--- src/rtl/assert_macros.svh ---
// Assertion helpers included by the scheduler top.
`ifndef ASSERT_MACROS_SVH
`define ASSERT_MACROS_SVH

// Concurrent check sampled on the rising clock edge, muted while reset is active.
`define ASSERT_CLK(label, prop, msg) \
  label: assert property (@(posedge clk_i) disable iff (!rst_ni) (prop)) \
    else $error(msg);

// Implication check: when the antecedent holds, the consequent must hold in the next cycle.
`define ASSERT_NEXT(label, ante, cons, msg) \
  label: assert property (@(posedge clk_i) disable iff (!rst_ni) (ante) |=> (cons)) \
    else $error(msg);

`endif

--- src/rtl/dsos_pkg.sv ---
package dsos_pkg;

  // Sizing of the request store and the cylinder fields.
  localparam int unsigned MAX_REQUESTS = 16;
  localparam int unsigned CYL_W        = 12;
  localparam int unsigned TOT_W        = 13;
  localparam int unsigned CNT_CFG_W    = 13;
  localparam int unsigned IDX_W        = (MAX_REQUESTS > 1) ? $clog2(MAX_REQUESTS) : 1;
  localparam int unsigned CNT_W        = $clog2(MAX_REQUESTS + 1);
  localparam int unsigned CFG_IDX_W    = 2;
  localparam int unsigned CFG_DATA_W   = 13;

  localparam logic [CNT_CFG_W-1:0] CYL_LIMIT       = CNT_CFG_W'(1 << CYL_W);
  localparam logic [CNT_CFG_W-1:0] CYL_COUNT_RESET = CNT_CFG_W'(500);
  localparam logic [TOT_W-1:0]     TOTAL_MAX       = {TOT_W{1'b1}};

  // Configuration register indexes.
  localparam logic [CFG_IDX_W-1:0] CFG_SCAN_MODE      = 2'd0;
  localparam logic [CFG_IDX_W-1:0] CFG_START_HEAD     = 2'd1;
  localparam logic [CFG_IDX_W-1:0] CFG_CYLINDER_COUNT = 2'd2;

  typedef struct packed {
    logic [CYL_W-1:0] request_cylinder;
    logic             last_request;
  } req_t;

  typedef struct packed {
    logic [CYL_W-1:0] visit_cylinder;
    logic             is_request;
    logic [CYL_W-1:0] move_distance;
    logic [TOT_W-1:0] total_movement;
    logic             overflow;
    logic             last_result;
  } res_t;

  // Sequencer states: loading, insertion walk, start search, the two sweeps and the end stop.
  typedef enum logic [2:0] {
    ST_IDLE,
    ST_INSERT,
    ST_FIND,
    ST_ASC,
    ST_END,
    ST_DESC
  } state_e;

  // Operands and results of the shared compare and distance unit.
  typedef struct packed {
    logic [CYL_W-1:0] a;
    logic [CYL_W-1:0] b;
    logic [TOT_W-1:0] total;
  } alu_in_t;

  typedef struct packed {
    logic             gt;
    logic [CYL_W-1:0] diff;
    logic [TOT_W-1:0] sum;
  } alu_out_t;

endpackage

--- src/rtl/dsos_alu.sv ---
module dsos_alu (
  input  dsos_pkg::alu_in_t  alu_i,
  output dsos_pkg::alu_out_t alu_o
);
  import dsos_pkg::*;

  logic [TOT_W:0] sum_wide;

  // Magnitude compare and absolute distance between the two cylinders.
  assign alu_o.gt   = (alu_i.a > alu_i.b);
  assign alu_o.diff = (alu_i.a >= alu_i.b) ? (alu_i.a - alu_i.b) : (alu_i.b - alu_i.a);

  // Running total with saturation at the top of the field.
  assign sum_wide  = {1'b0, alu_i.total} + (TOT_W + 1)'(alu_o.diff);
  assign alu_o.sum = sum_wide[TOT_W] ? TOTAL_MAX : sum_wide[TOT_W-1:0];

endmodule

--- src/rtl/dsos_store.sv ---
module dsos_store (
  input  logic                        clk_i,
  input  logic                        we_i,
  input  logic [dsos_pkg::IDX_W-1:0]  waddr_i,
  input  logic [dsos_pkg::CYL_W-1:0]  wdata_i,
  input  logic [dsos_pkg::IDX_W-1:0]  raddr_i,
  output logic [dsos_pkg::CYL_W-1:0]  rdata_o
);
  import dsos_pkg::*;

  // Sorted request entries; contents are undefined until written.
  logic [CYL_W-1:0] mem_q [MAX_REQUESTS];
  logic [CYL_W-1:0] rdata_q;

  always_ff @(posedge clk_i) begin
    if (we_i) begin
      mem_q[waddr_i] <= wdata_i;
    end
  end

  // Registered read port; a write to the address being read passes its new data through.
  always_ff @(posedge clk_i) begin
    if (we_i && (waddr_i == raddr_i)) begin
      rdata_q <= wdata_i;
    end else begin
      rdata_q <= mem_q[raddr_i];
    end
  end

  assign rdata_o = rdata_q;

endmodule

--- src/rtl/disk_seek_order_scheduler_top.sv ---
// SCAN/LOOK seek-order scheduler. Requests are taken one per transfer and inserted into a
// sorted store of up to MAX_REQUESTS entries; a request accepted while the store is full is
// dropped and sets overflow on every result of its batch. A request that fits is placed by
// an insertion walk through the single compare unit: larger entries move up one place at a
// time, then the request is written into the gap. The request flagged last_request then
// starts scheduling: entries below the start head are skipped to find the sweep start, and
// one result per cycle (at most MAX_REQUESTS + 1 in all) goes to the output register while
// it is free. The block stalls its input for the whole of that work. Results come in order:
// requests at or above the head ascending, the end-of-disk stop in SCAN mode, then the lower
// requests descending. Configuration is written through a plain write port and may be
// changed only while no batch is being scheduled.
module disk_seek_order_scheduler_top (
  input  logic                                clk_i,
  input  logic                                rst_ni,
  input  logic                                in_valid_i,
  output logic                                in_stall_o,
  input  dsos_pkg::req_t                      in_data_i,
  output logic                                out_valid_o,
  input  logic                                out_stall_i,
  output dsos_pkg::res_t                      out_data_o,
  input  logic                                cfg_we_i,
  input  logic [dsos_pkg::CFG_IDX_W-1:0]      cfg_idx_i,
  input  logic [dsos_pkg::CFG_DATA_W-1:0]     cfg_wdata_i
);
  import dsos_pkg::*;

  `include "assert_macros.svh"

  state_e state_q, state_d;

  logic                 scan_mode_q;
  logic [CYL_W-1:0]     start_head_q;
  logic [CNT_CFG_W-1:0] cyl_count_q;

  logic [CNT_W-1:0]     count_q, count_d;
  logic                 dropped_q, dropped_d;
  logic [CYL_W-1:0]     head_q, head_d;
  logic [TOT_W-1:0]     total_q, total_d;
  logic                 out_valid_q, out_valid_d;

  logic [CYL_W-1:0]     cyl_q, cyl_d;
  logic                 last_q, last_d;
  logic [IDX_W-1:0]     ins_q, ins_d;
  logic [CNT_W-1:0]     pos_q, pos_d;
  logic [CNT_W-1:0]     idx_q, idx_d;
  res_t                 out_q, out_d;

  logic [CYL_W-1:0]     last_cyl;
  logic [CYL_W-1:0]     head_init;
  logic [CYL_W-1:0]     in_cyl;
  logic                 in_fire;
  logic                 out_free;
  logic                 emit_fire;
  logic                 emit_last;
  logic [CYL_W-1:0]     visit_cyl;

  logic                 st_we;
  logic [IDX_W-1:0]     st_waddr;
  logic [CYL_W-1:0]     st_wdata;
  logic [IDX_W-1:0]     st_raddr;
  logic [CYL_W-1:0]     st_rdata;

  alu_in_t              alu_in;
  alu_out_t             alu_out;

  dsos_store u_store (
    .clk_i   (clk_i),
    .we_i    (st_we),
    .waddr_i (st_waddr),
    .wdata_i (st_wdata),
    .raddr_i (st_raddr),
    .rdata_o (st_rdata)
  );

  dsos_alu u_alu (
    .alu_i (alu_in),
    .alu_o (alu_out)
  );

  // Last cylinder from the configured count, with zero and oversize counts clamped.
  always_comb begin
    if (cyl_count_q == '0) begin
      last_cyl = '0;
    end else if (cyl_count_q > CYL_LIMIT) begin
      last_cyl = {CYL_W{1'b1}};
    end else begin
      last_cyl = CYL_W'(cyl_count_q - 1'b1);
    end
  end

  assign head_init = (start_head_q > last_cyl) ? last_cyl : start_head_q;
  assign in_cyl    = (in_data_i.request_cylinder > last_cyl) ? last_cyl
                                                             : in_data_i.request_cylinder;

  assign in_stall_o = (state_q != ST_IDLE);
  assign in_fire    = in_valid_i && !in_stall_o;
  assign out_free   = !out_valid_q || !out_stall_i;

  // Sequencer: next state, store access, shared unit operands and result formation.
  always_comb begin
    state_d     = state_q;
    count_d     = count_q;
    dropped_d   = dropped_q;
    head_d      = head_q;
    total_d     = total_q;
    cyl_d       = cyl_q;
    last_d      = last_q;
    ins_d       = ins_q;
    pos_d       = pos_q;
    idx_d       = idx_q;
    out_d       = out_q;
    out_valid_d = out_valid_q && out_stall_i;

    st_we       = 1'b0;
    st_waddr    = ins_q;
    st_wdata    = cyl_q;

    emit_fire   = 1'b0;
    emit_last   = 1'b0;
    visit_cyl   = st_rdata;

    alu_in.a     = st_rdata;
    alu_in.b     = cyl_q;
    alu_in.total = total_q;

    case (state_q)
      ST_IDLE: begin
        if (in_fire) begin
          cyl_d  = in_cyl;
          last_d = in_data_i.last_request;
          if (count_q == CNT_W'(MAX_REQUESTS)) begin
            dropped_d = 1'b1;
            if (in_data_i.last_request) begin
              head_d  = head_init;
              total_d = '0;
              pos_d   = '0;
              state_d = ST_FIND;
            end
          end else begin
            ins_d   = count_q[IDX_W-1:0];
            state_d = ST_INSERT;
          end
        end
      end

      ST_INSERT: begin
        // Shift larger entries up one place until the new request fits.
        if ((ins_q != '0) && alu_out.gt) begin
          st_we    = 1'b1;
          st_wdata = st_rdata;
          ins_d    = ins_q - 1'b1;
        end else begin
          st_we   = 1'b1;
          count_d = count_q + 1'b1;
          if (last_q) begin
            head_d  = head_init;
            total_d = '0;
            pos_d   = '0;
            state_d = ST_FIND;
          end else begin
            state_d = ST_IDLE;
          end
        end
      end

      ST_FIND: begin
        // Skip entries below the head; the first one at or above it starts the upward sweep.
        alu_in.a = head_q;
        alu_in.b = st_rdata;
        if ((pos_q < count_q) && alu_out.gt) begin
          pos_d = pos_q + 1'b1;
        end else if (pos_q < count_q) begin
          idx_d   = pos_q;
          state_d = ST_ASC;
        end else if (scan_mode_q) begin
          state_d = ST_END;
        end else begin
          idx_d   = pos_q;
          state_d = ST_DESC;
        end
      end

      ST_ASC: begin
        emit_last = (idx_q == count_q - 1'b1) && !scan_mode_q && (pos_q == '0);
        if (out_free) begin
          emit_fire = 1'b1;
          idx_d     = idx_q + 1'b1;
          if (idx_q == count_q - 1'b1) begin
            if (scan_mode_q) begin
              state_d = ST_END;
            end else if (pos_q != '0) begin
              idx_d   = pos_q;
              state_d = ST_DESC;
            end else begin
              state_d = ST_IDLE;
            end
          end
        end
      end

      ST_END: begin
        // End-of-disk turnaround stop, reported as a non-request result.
        visit_cyl = last_cyl;
        emit_last = (pos_q == '0);
        if (out_free) begin
          emit_fire = 1'b1;
          if (pos_q != '0) begin
            idx_d   = pos_q;
            state_d = ST_DESC;
          end else begin
            state_d = ST_IDLE;
          end
        end
      end

      ST_DESC: begin
        emit_last = (idx_q == CNT_W'(1));
        if (out_free) begin
          emit_fire = 1'b1;
          idx_d     = idx_q - 1'b1;
          if (idx_q == CNT_W'(1)) begin
            state_d = ST_IDLE;
          end
        end
      end

      default: begin
        state_d = ST_IDLE;
      end
    endcase

    // Load one result into the output register and move the head.
    if ((state_q == ST_ASC) || (state_q == ST_END) || (state_q == ST_DESC)) begin
      alu_in.a = visit_cyl;
      alu_in.b = head_q;
    end
    if (emit_fire) begin
      out_d.visit_cylinder = visit_cyl;
      out_d.is_request     = (state_q != ST_END);
      out_d.move_distance  = alu_out.diff;
      out_d.total_movement = alu_out.sum;
      out_d.overflow       = dropped_q;
      out_d.last_result    = emit_last;
      out_valid_d          = 1'b1;
      head_d               = visit_cyl;
      total_d              = alu_out.sum;
      if (emit_last) begin
        count_d   = '0;
        dropped_d = 1'b0;
      end
    end

    // Store address for the entry that the next state works on.
    case (state_d)
      ST_INSERT: st_raddr = ins_d - 1'b1;
      ST_FIND:   st_raddr = pos_d[IDX_W-1:0];
      ST_ASC:    st_raddr = idx_d[IDX_W-1:0];
      ST_DESC:   st_raddr = idx_d[IDX_W-1:0] - 1'b1;
      default:   st_raddr = '0;
    endcase
  end

  // State register.
  always_ff @(posedge clk_i or negedge rst_ni) begin
    if (!rst_ni) begin
      state_q <= ST_IDLE;
    end else begin
      state_q <= state_d;
    end
  end

  // Control state and configuration registers.
  always_ff @(posedge clk_i or negedge rst_ni) begin
    if (!rst_ni) begin
      count_q      <= '0;
      dropped_q    <= 1'b0;
      head_q       <= '0;
      total_q      <= '0;
      out_valid_q  <= 1'b0;
      scan_mode_q  <= 1'b1;
      start_head_q <= '0;
      cyl_count_q  <= CYL_COUNT_RESET;
    end else begin
      count_q     <= count_d;
      dropped_q   <= dropped_d;
      head_q      <= head_d;
      total_q     <= total_d;
      out_valid_q <= out_valid_d;
      if (cfg_we_i) begin
        case (cfg_idx_i)
          CFG_SCAN_MODE:      scan_mode_q  <= cfg_wdata_i[0];
          CFG_START_HEAD:     start_head_q <= cfg_wdata_i[CYL_W-1:0];
          CFG_CYLINDER_COUNT: cyl_count_q  <= cfg_wdata_i[CNT_CFG_W-1:0];
          default: begin
          end
        endcase
      end
    end
  end

  // Payload and walk registers.
  always_ff @(posedge clk_i) begin
    cyl_q  <= cyl_d;
    last_q <= last_d;
    ins_q  <= ins_d;
    pos_q  <= pos_d;
    idx_q  <= idx_d;
    out_q  <= out_d;
  end

  assign out_valid_o = out_valid_q;
  assign out_data_o  = out_q;

  // Design checks.
  `ASSERT_CLK(a_count_bound, count_q <= CNT_W'(MAX_REQUESTS),
    "request count exceeds store capacity")
  `ASSERT_CLK(a_drop_when_full, $rose(dropped_q) |-> (count_q == CNT_W'(MAX_REQUESTS)),
    "request dropped while store had room")
  `ASSERT_CLK(a_find_nonempty, (state_q == ST_FIND) |-> (count_q != '0),
    "scheduling started on an empty store")
  `ASSERT_NEXT(a_batch_cleanup, emit_fire && emit_last,
    (state_q == ST_IDLE) && (count_q == '0) && !dropped_q,
    "batch state not cleared after final result")

endmodule

--- config.mk ---
export PLATFORM = sky130hd
export DESIGN_NAME = disk_seek_order_scheduler_top
export DESIGN_NICKNAME = d
export VERILOG_FILES = /design/src/rtl/dsos_pkg.sv /design/src/rtl/dsos_alu.sv /design/src/rtl/dsos_store.sv /design/src/rtl/disk_seek_order_scheduler_top.sv
export VERILOG_INCLUDE_DIRS = /design/src /design/src/rtl
export SDC_FILE = /design/constraint.sdc
export NUM_CORES = 1
export LEC_CHECK = 0
export ABC_AREA = 1
export BUFFER_PORTS_ARGS = -buffer_cell sky130_fd_sc_hd__clkbuf_2
export CAP_MARGIN = 5
export CELL_PAD_IN_SITES_DETAIL_PLACEMENT = 2
export CELL_PAD_IN_SITES_GLOBAL_PLACEMENT = 2
export CORE_MARGIN = 1.5
export CORE_UTILIZATION = 40
export DETAILED_ROUTE_END_ITERATION = 10
export PLACE_DENSITY = 0.81
export SLEW_MARGIN = 30
export SYNTH_ARGS = -nofsm -noshare
export SYNTH_HDL_FRONTEND = slang
export SYNTH_SLANG_ARGS = --single-unit
--- constraint.sdc ---
create_clock -name clk_i -period 6.8 [get_ports clk_i]
set_clock_uncertainty 0.15 [all_clocks]
set_input_delay 0.34 -clock clk_i [delete_from_list [all_inputs] [get_ports clk_i]]
set_output_delay 0.34 -clock clk_i [all_outputs]
set_load 0.02 [all_outputs]
==> results.py, run 1 <==
metrics = {
    "outcome": {
        "outcome": "completed",
    },
    "cts": {
        "cts_made_buffers": 38,
        "cts_tree": "built",
        "cts_buffer_depth": 3,
        "clk_pin_slew_ps": 60,
        "clkLatencyLatePin_ps": 570,
        "cts_root_buf": "clkbuf_16",
        "cts_sinks": 324,
        "h-tree-depth": 2,
    },
    "synth": {
        "syn_nets": 1938,
        "syn-cell-area_um2": 17500,
        "synth_area_leaders": "edfxtp_1 42%, dfrtp_1 7.7%, nand2_1 7.4%",
        "async_flop_share_pct": 18.8,
        "synth_top_cell_by_area": "edfxtp_1",
        "synth_edf_count": 247,
        "synth_adder_area_share_pct": 6.14,
        "syn_avg_cell_area_um2": 9.61,
        "yosys.area.top_type_share_pct": 42.4,
        "synthCells": 1821,
        "synth_mux_area_share_pct": 2.75,
        "yosysUniqueCellTypes": 56,
        "synth_flop_cell": "edfxtp_1",
        "synth_top_family_by_area": "compound AO/OA/AOI/OAI gates",
        "synth_simple_gate_area_share_pct": 14.7,
        "ys_ff_latch": 324,
        "synth_compound_area_share_pct": 14.9,
        "ys_warn_count": 0,
        "ys_seq_area_share_pct": 53.0,
        "synth_xor_area_share_pct": 1.60,
    },
    "global_routing": {
        "grt_max_degree": 77,
        "grt_use_total_pct": 28.3,
        "grt_pass1_vias": 15900,
        "grt_pass1_wl_mm": 95.3,
        "antenna_found_initial": 0,
        "overflow": 0,
    },
    "worst_setup_path": {
        "worst-path-stages": 35,
        "cp.buffers_inverters": 5,
        "reg2reg_from": "cyl_count_q[0]",
        "ff2ff_setup_slack_ps": 380,
        "reg2regPathDepth": 35,
        "cp.required_ps": 7100,
        "path_class": "flip-flop to flip-flop",
        "slowest_delay_ps": 470,
        "r2r-end": "total_q[2]",
        "cp-end-kind": "flip-flop",
        "worstSetupStartpoint": "cyl_count_q[0]",
        "critical_path.most_common_cell": "nand2_1",
        "arrival_ps": 6720,
        "cp_slowest_cell": "ha_1",
        "crit_fanout": 15,
        "cp-endpoint": "total_q[2]",
        "start_kind": "flip-flop",
        "cpLargestDelayFamily": "simple AND/OR/NAND/NOR gates",
    },
    "min_path": {
        "min_path_type": "input pin to flip-flop",
    },
    "place": {
        "gp_congestion": 0.890,
        "port_buffers": 74,
        "dp_hpwl_mm": 44.5,
        "dp_slack_ps": -214,
    },
    "sta": {
        "finalCritPeriodShare_pct": 94.4,
        "hold_viol_final": 0,
        "fin_crit_ps": 6420,
        "setup_violations": 0,
        "maxSlewHeadroom_pct": 37.9,
        "tightest_slew_ps": 931,
        "final.setup.worst_slack_ps": 382,
        "fmax_mhz": 156,
        "hold_ws_ps": 22.4,
        "maxSlewViolCount": 0,
    },
    "finish": {
        "area_delta_synth_final_pct": 17.4,
        "drive_above_1_share_pct": 14.2,
        "final_nets": 2079,
        "utilization_pct": 47.7,
        "final_common_cell": "nand2_1",
        "layout_common_cells": "342 x nand2_1, 247 x edfxtp_1, 235 x inv_1",
    },
    "routing": {
        "drt_first_pass_iters": 5,
        "routed_wl_mm": 63.3,
        "drcViolationCount": 0,
        "num_vias": 14300,
        "antenna_left": 0,
        "drtIter0Drc": 691,
        "routedWlPerCell_um": 24.6,
        "via_per_inst": 5.55,
    },
    "die": {
        "rows": 76,
        "die_w_um": 212,
        "core_area_um2": 43100,
        "die_y_um": 212,
        "start_util_pct": 40.6,
        "dieArea_um2": 45000,
        "ios": 75,
    },
    "job": {
        "cap_viol_max_count": 0,
    },
}
==> flip-flops by register name, indices dropped and copies added, names as in the netlist, 12 cells and up, named ones only <==
signal,cells
u_store.mem_q,192
out_data_o,40
cyl_q,12
head_q,12
total_q,13
start_head_q,12
cyl_count_q,13
==> per-stage QoR <==
step / setup TNS (ps) / instance area (um^2) / instances
6_report: 0 / 20500 / 2575
5_1_grt: -809 / 20500 / 2574
4_1_cts: 0 / 20300 / 2566
3_5_place_dp: -2140 / 18800 / 2475
3_3_place_gp: 0 / 18800 / 2475
2_1_floorplan: 0 / 17500 / 1821
==> final cells by class <==
class	count	area (um^2)
multi-input cells	1180	7160
clock inverters	18	206
clock buffers	49	1020
flip-flops and latches	324	9280
well taps	585	732
inverters	252	946
fillers	4524	22500
repair buffers	166	1200
diodes	1	2.50
==> per-layer routing <==
layer / up-vias / part of all wire (%) / GRT usage, %
met1: 7292 / 42 / 34.8
li1: 6579 / - / -
met2: 309 / 51 / 50.5
met3: 110 / 3.7 / 3.53
met5: - / 0 / 0
met4: 0 / 3.2 / 10.9
==> worst min-delay path by stage <==
stage,end,slack (ps),cells after the start,from
6_report,cyl_q[0],20,3,in_data_i[1]
2_1_floorplan,count_q[0],-110,0,rst_ni
4_1_cts,cyl_q[8],2,3,in_data_i[9]
3_5_place_dp,out_data_o[1],300,0,dropped_q
3_3_place_gp,out_data_o[1],300,0,dropped_q
5_1_grt,cyl_q[0],40,3,in_data_i[1]
==> kinds of logic after synthesis <==
kind of cell / count (synthesis)
and+or+nand+nor: 575
AOI/OAI and AO/OA: 441
adders and majority gates: 84
buffers and inverters: 317
muxes: 48
DFF: 324
xor gates and xnor gates: 32
==> synthesized netlist by cell type, types with 8 or more instances <==
cell type,instances
ha_1,81
mux2i_1,48
o22ai_1,8
nor2_1,94
a21oi_1,107
inv_2,11
nand2_1,347
xor2_1,20
nand3_1,70
o211ai_1,65
o21ai_0,188
a22oi_1,10
o221ai_1,15
a22o_1,12
clkbuf_1,46
edfxtp_1,247
o21ai_1,8
xnor2_1,12
nand4_1,15
inv_1,239
dfrtp_1,54
buf_2,13
dfxtp_1,16
==> tightest hold or removal path, cell delays in order <==
cell and delay [ps]:
clkbuf_2 110, nand2_1 60, o21ai_0 90
==> timing repair <==
action,CTS,global route
hold endpoints to repair,88,0
gates cloned,0,1
pin swaps,0,3
setup endpoints to repair,26,26
setup buffers,0,7
resized for setup,4,44
hold buffers,25,0
Power of run 1 is left out: the tool's default activity adds up to more than one toggle a clock period on the data nets, which glitch-free logic cannot reach.
==> run 2, diff against run 1 <==
BUFFER_PORTS_ARGS = unset   (was -buffer_cell sky130_fd_sc_hd__clkbuf_2)
DONT_BUFFER_PORTS = 1   (was unset)
PLACE_DENSITY = 0.78   (was 0.81)
==> results.py, run 2 (same netlist as run 1, synthesis figures left out) <==
metrics = {
    "outcome": {
        "outcome": "completed",
    },
    "global_routing": {
        "use_met3_pct": 4.53,
        "antenna_found_initial": 1,
        "grt_pass1_vias": 15500,
        "grt_use_total_pct": 28.4,
        "globalRouteMet2Util_pct": 51.0,
        "overflow": 0,
        "grt_max_degree": 62,
        "top_usage_layer": "met2",
        "grt_pass1_wl_mm": 95.3,
        "grt_util_met1_pct": 34.2,
    },
    "min_path": {
        "hp-start": "in_valid_i",
        "min_path_type": "input pin to flip-flop",
        "hold-path-cell-count": 2,
        "whs_endpoint": "cyl_q[3]",
    },
    "worst_setup_path": {
        "arrival_ps": 6730,
        "slowest_delay_ps": 550,
        "cp-end-kind": "flip-flop",
        "path_class": "flip-flop to flip-flop",
        "cp_slowest_cell": "dfxtp_4",
        "r2r-end": "total_q[12]",
        "reg2regPathDepth": 37,
        "start_kind": "flip-flop",
        "crit_fanout": 29,
        "cp.required_ps": 7070,
        "critical_path.most_common_cell": "nand2_1",
        "ff2ff_setup_slack_ps": 340,
    },
    "die": {
        "start_util_pct": 40.6,
        "dieArea_um2": 45000,
        "die_w_um": 212,
        "rows": 76,
        "core_area_um2": 43100,
        "die_y_um": 212,
        "ios": 75,
    },
    "finish": {
        "top_register": "u_store.mem_q",
        "final_common_cell": "nand2_1",
        "fill_cells": 4534,
        "instances_no_fill": 2501,
        "n_antenna_cell": 0,
        "utilization_pct": 46.9,
        "area_delta_synth_final_pct": 15.4,
        "final_nets": 2003,
        "largest_reg_flops": 192,
        "layout_common_cells": "343 x nand2_1, 247 x edfxtp_1, 236 x inv_1",
        "drive_above_1_share_pct": 10.5,
    },
    "cts": {
        "cts_tree": "built",
        "cts_made_buffers": 38,
        "clkLatencyLatePin_ps": 580,
        "clk_pin_slew_ps": 60,
        "cts_root_buf": "clkbuf_16",
        "h-tree-depth": 2,
        "cts_sinks": 324,
        "cts_buffer_depth": 3,
    },
    "routing": {
        "drt_first_pass_iters": 5,
        "drtIter0Drc": 708,
        "routedWlPerCell_um": 25.1,
        "drcViolationCount": 0,
        "num_vias": 13900,
        "routed_wl_mm": 62.9,
        "via_per_inst": 5.57,
        "antenna_left": 0,
    },
    "sta": {
        "maxSlewViolCount": 0,
        "fin_crit_ps": 6460,
        "hold_viol_final": 0,
        "fmax_mhz": 155,
        "maxSlewHeadroom_pct": 34.6,
        "finalCritPeriodShare_pct": 95.0,
        "tns_ps": 0,
        "setup_violations": 0,
        "tightest_slew_ps": 980,
    },
    "place": {
        "port_buffers": 0,
        "dp_hpwl_mm": 43.9,
        "gp_congestion": 0.879,
        "placedCellCount": 2397,
    },
    "job": {
        "cap_viol_max_count": 0,
    },
}
==> run 2: cell count changes in the layout (fill, tap and decap cells not counted), moves of 3 or more <==
cell	previous run	this run
ha_4	3	0
buf_4	60	52
nor2_2	3	6
dlygate4sd3_1	25	30
clkbuf_2	73	0
clkinv_2	7	3
==> run 2: routing by layer <==
layer | up-vias | wire length [um]
li1 | 6435 | -
met1 | 7137 | 26400
met2 | 258 | 32200
met3 | 103 | 2450
met4 | 2 | 1840
met5 | - | 12
==> run 2: worst max-delay path by stage <==
stage / to / depth (start not counted)
after global placement: total_q[12] / 39
after global routing: total_q[12] / 42
after floorplan: total_q[12] / 42
after detailed placement: total_q[12] / 39
after CTS: total_q[12] / 43
final: total_q[12] / 37
==> run 2: final cells by class <==
type	count	area (um^2)	share of cell area (%)
inverter	252	946	4.68
multi-input combinational	1180	7130	35.3
timing repair buffer	90	827	4.09
tap	585	732	3.62
clock inverter	18	233	1.15
sequential	324	9280	45.9
clock buffer	52	1060	5.23
==> run 2: timing repair <==
item,in CTS,in global routing
gates resized for setup,8,35
hold endpoints to repair,100,0
endpoints found under the setup margin,21,26
buffers inserted,1,2
pin swaps,0,1
hold buffers,31,0
==> run 2: per-stage QoR <==
stage               hold WS (ps)  setup WS [ps]  cell area (um^2)
global placement            -102            251             18400
detailed placement          -103           -321             18400
finish                      44.7            341             20200
floorplan                   -106           1180             17500
CTS                         27.6           65.8             20100
global route                70.0          -79.6             20200
==> run 2: worst max-delay path, delay by kind of cell, from the launching register on <==
family	cells	cell delay, ps
and+or+nand+nor	17	2190
xor gates and xnor gates	1	140
muxes	1	220
adders and majority gates	2	780
AOI/OAI and AO/OA	11	1470
DFF	1	550
buffers and inverters	5	760
Power of run 2 is left out for the same reason.
==> run 3, diff against run 2 <==
CORE_UTILIZATION = 42   (was 40)
PLACE_DENSITY = 0.82   (was 0.78)
SKIP_LAST_GASP = 1   (was unset)
==> results.py, run 3 (same netlist as run 1, synthesis figures left out) <==
metrics = {
    "outcome": {
        "outcome": "complete, but fails checks",
        "violations": "negative setup slack",
    },
    "finish": {
        "drive_above_1_share_pct": 11.5,
        "utilization_pct": 49.4,
        "n_antenna_cell": 0,
        "final_nets": 2007,
        "layout_common_cells": "343 x nand2_1, 247 x edfxtp_1, 233 x inv_1",
        "multi_input_area_um2": 7210,
        "largest_reg_flops": 192,
        "top_register": "u_store.mem_q",
        "final_common_cell": "nand2_1",
        "fill_cells": 4297,
        "area_delta_synth_final_pct": 15.5,
        "final-seq-area_um2": 9280,
    },
    "global_routing": {
        "antenna_found_initial": 0,
        "overflow": 0,
        "grt_use_total_pct": 30.4,
        "grt_pass1_wl_mm": 99.7,
        "grt_max_degree": 62,
        "grt_pass1_vias": 15800,
    },
    "cts": {
        "h-tree-depth": 2,
        "clkLatencyLatePin_ps": 570,
        "cts_root_buf": "clkbuf_16",
        "cts_sinks": 324,
        "cts_made_buffers": 38,
        "cts_buffer_depth": 3,
        "cts_tree": "built",
        "clk_pin_slew_ps": 70,
    },
    "worst_setup_path": {
        "arrival_ps": 7100,
        "cp.required_ps": 7100,
        "slowest_delay_ps": 440,
        "crit_fanout": 15,
        "cp-end-kind": "flip-flop",
        "cp_slowest_cell": "inv_1",
        "path_class": "flip-flop to flip-flop",
        "start_kind": "flip-flop",
        "critical_path.most_common_cell": "nand2_1",
    },
    "place": {
        "port_buffers": 0,
        "gp_congestion": 0.885,
        "dp_hpwl_mm": 45.2,
    },
    "die": {
        "core_area_um2": 40900,
        "dieArea_um2": 42900,
        "rows": 74,
        "die_w_um": 207,
        "die_y_um": 207,
        "start_util_pct": 42.8,
        "ios": 75,
    },
    "sta": {
        "tns_ps": -6.93,
        "fin_crit_ps": 6810,
        "maxSlewViolCount": 0,
        "final.setup.worst_slack_ps": -6.93,
        "finalCritPeriodShare_pct": 100,
        "tightest_slew_ps": 915,
        "fmax_mhz": 147,
        "maxSlewHeadroom_pct": 39.0,
        "hold_viol_final": 0,
        "setup_violations": 1,
    },
    "job": {
        "cap_viol_max_count": 0,
    },
    "routing": {
        "num_vias": 14600,
        "routed_wl_mm": 69.9,
        "drcViolationCount": 0,
        "via_per_inst": 5.95,
        "antenna_left": 0,
        "drt_first_pass_iters": 5,
        "routedWlPerCell_um": 28.5,
        "drtIter0Drc": 1083,
    },
    "min_path": {
        "min_path_type": "input pin to flip-flop",
    },
}
## run 3: changes by cell type in the layout (fill, tap and decap cells not counted), sizes merged
cell    change
buf         +4
clkbuf      +5
clkinv      -4
inv         +2
bufinv      -3
## run 3: critical path, delay by kind of cell, from the launching register on
family,cells,cell delay [ps]
flops,1,340
simple gates,15,2410
fa+ha+maj,2,610
compound gates,9,1730
xor+xnor,1,200
buf+inv,5,1200
## run 3: final cells by class
cell class / count / area share [%]
Clock buffer: 57 / 5.41
Clock inverter: 13 / 0.718
Inverter: 252 / 4.70
Multi-Input combinational cell: 1180 / 35.7
Sequential cell: 324 / 45.9
Tap cell: 532 / 3.29
Timing Repair Buffer: 94 / 4.28
## run 3: through the flow
stage	hold WS, ps	setup slack, ps	area [um^2]	cells
after floorplan	-106	1180	17500	1821
after global placement	-102	399	18400	2340
after detailed placement	-103	-285	18400	2340
after CTS	42.4	-26.5	20000	2441
after global routing	70.7	-213	20200	2452
final	68.7	-6.93	20200	2452
## run 3: metal layers
layer | share of wire, % | up-vias | GRT usage [%]
met1 | 40 | 7465 | 36.6
met3 | 4.5 | 167 | 4.44
met4 | 4.4 | 0 | 10.2
met2 | 51 | 507 | 55.3
met5 | 0 | - | 0
li1 | - | 6440 | -
## run 3: timing repair
| action | CTS | global route |
|---|---|---|
| endpoints found under the hold margin | 100 | 0 |
| setup endpoints to repair | 26 | 26 |
| pin swaps | 0 | 5 |
| hold buffers | 31 | 0 |
| cloned | 0 | 0 |
| buffers inserted | 0 | 11 |
| gates resized for setup | 14 | 47 |
## run 3: final timing paths
path                       startpoint         endpoint  slack (ps)  cells after the start
max reg2reg                 flip-flop       total_q[9]          -7                     32
min reg2reg                 dropped_q    out_data_o[1]         300                      0
min in group asynchronous      rst_ni  start_head_q[2]         170                      2
max                         flip-flop       total_q[9]          -7                     32
max in group asynchronous      rst_ni       count_q[0]        6010                      2
min                        in_valid_i           last_q          70                      2
Power of run 3 is left out for the same reason.
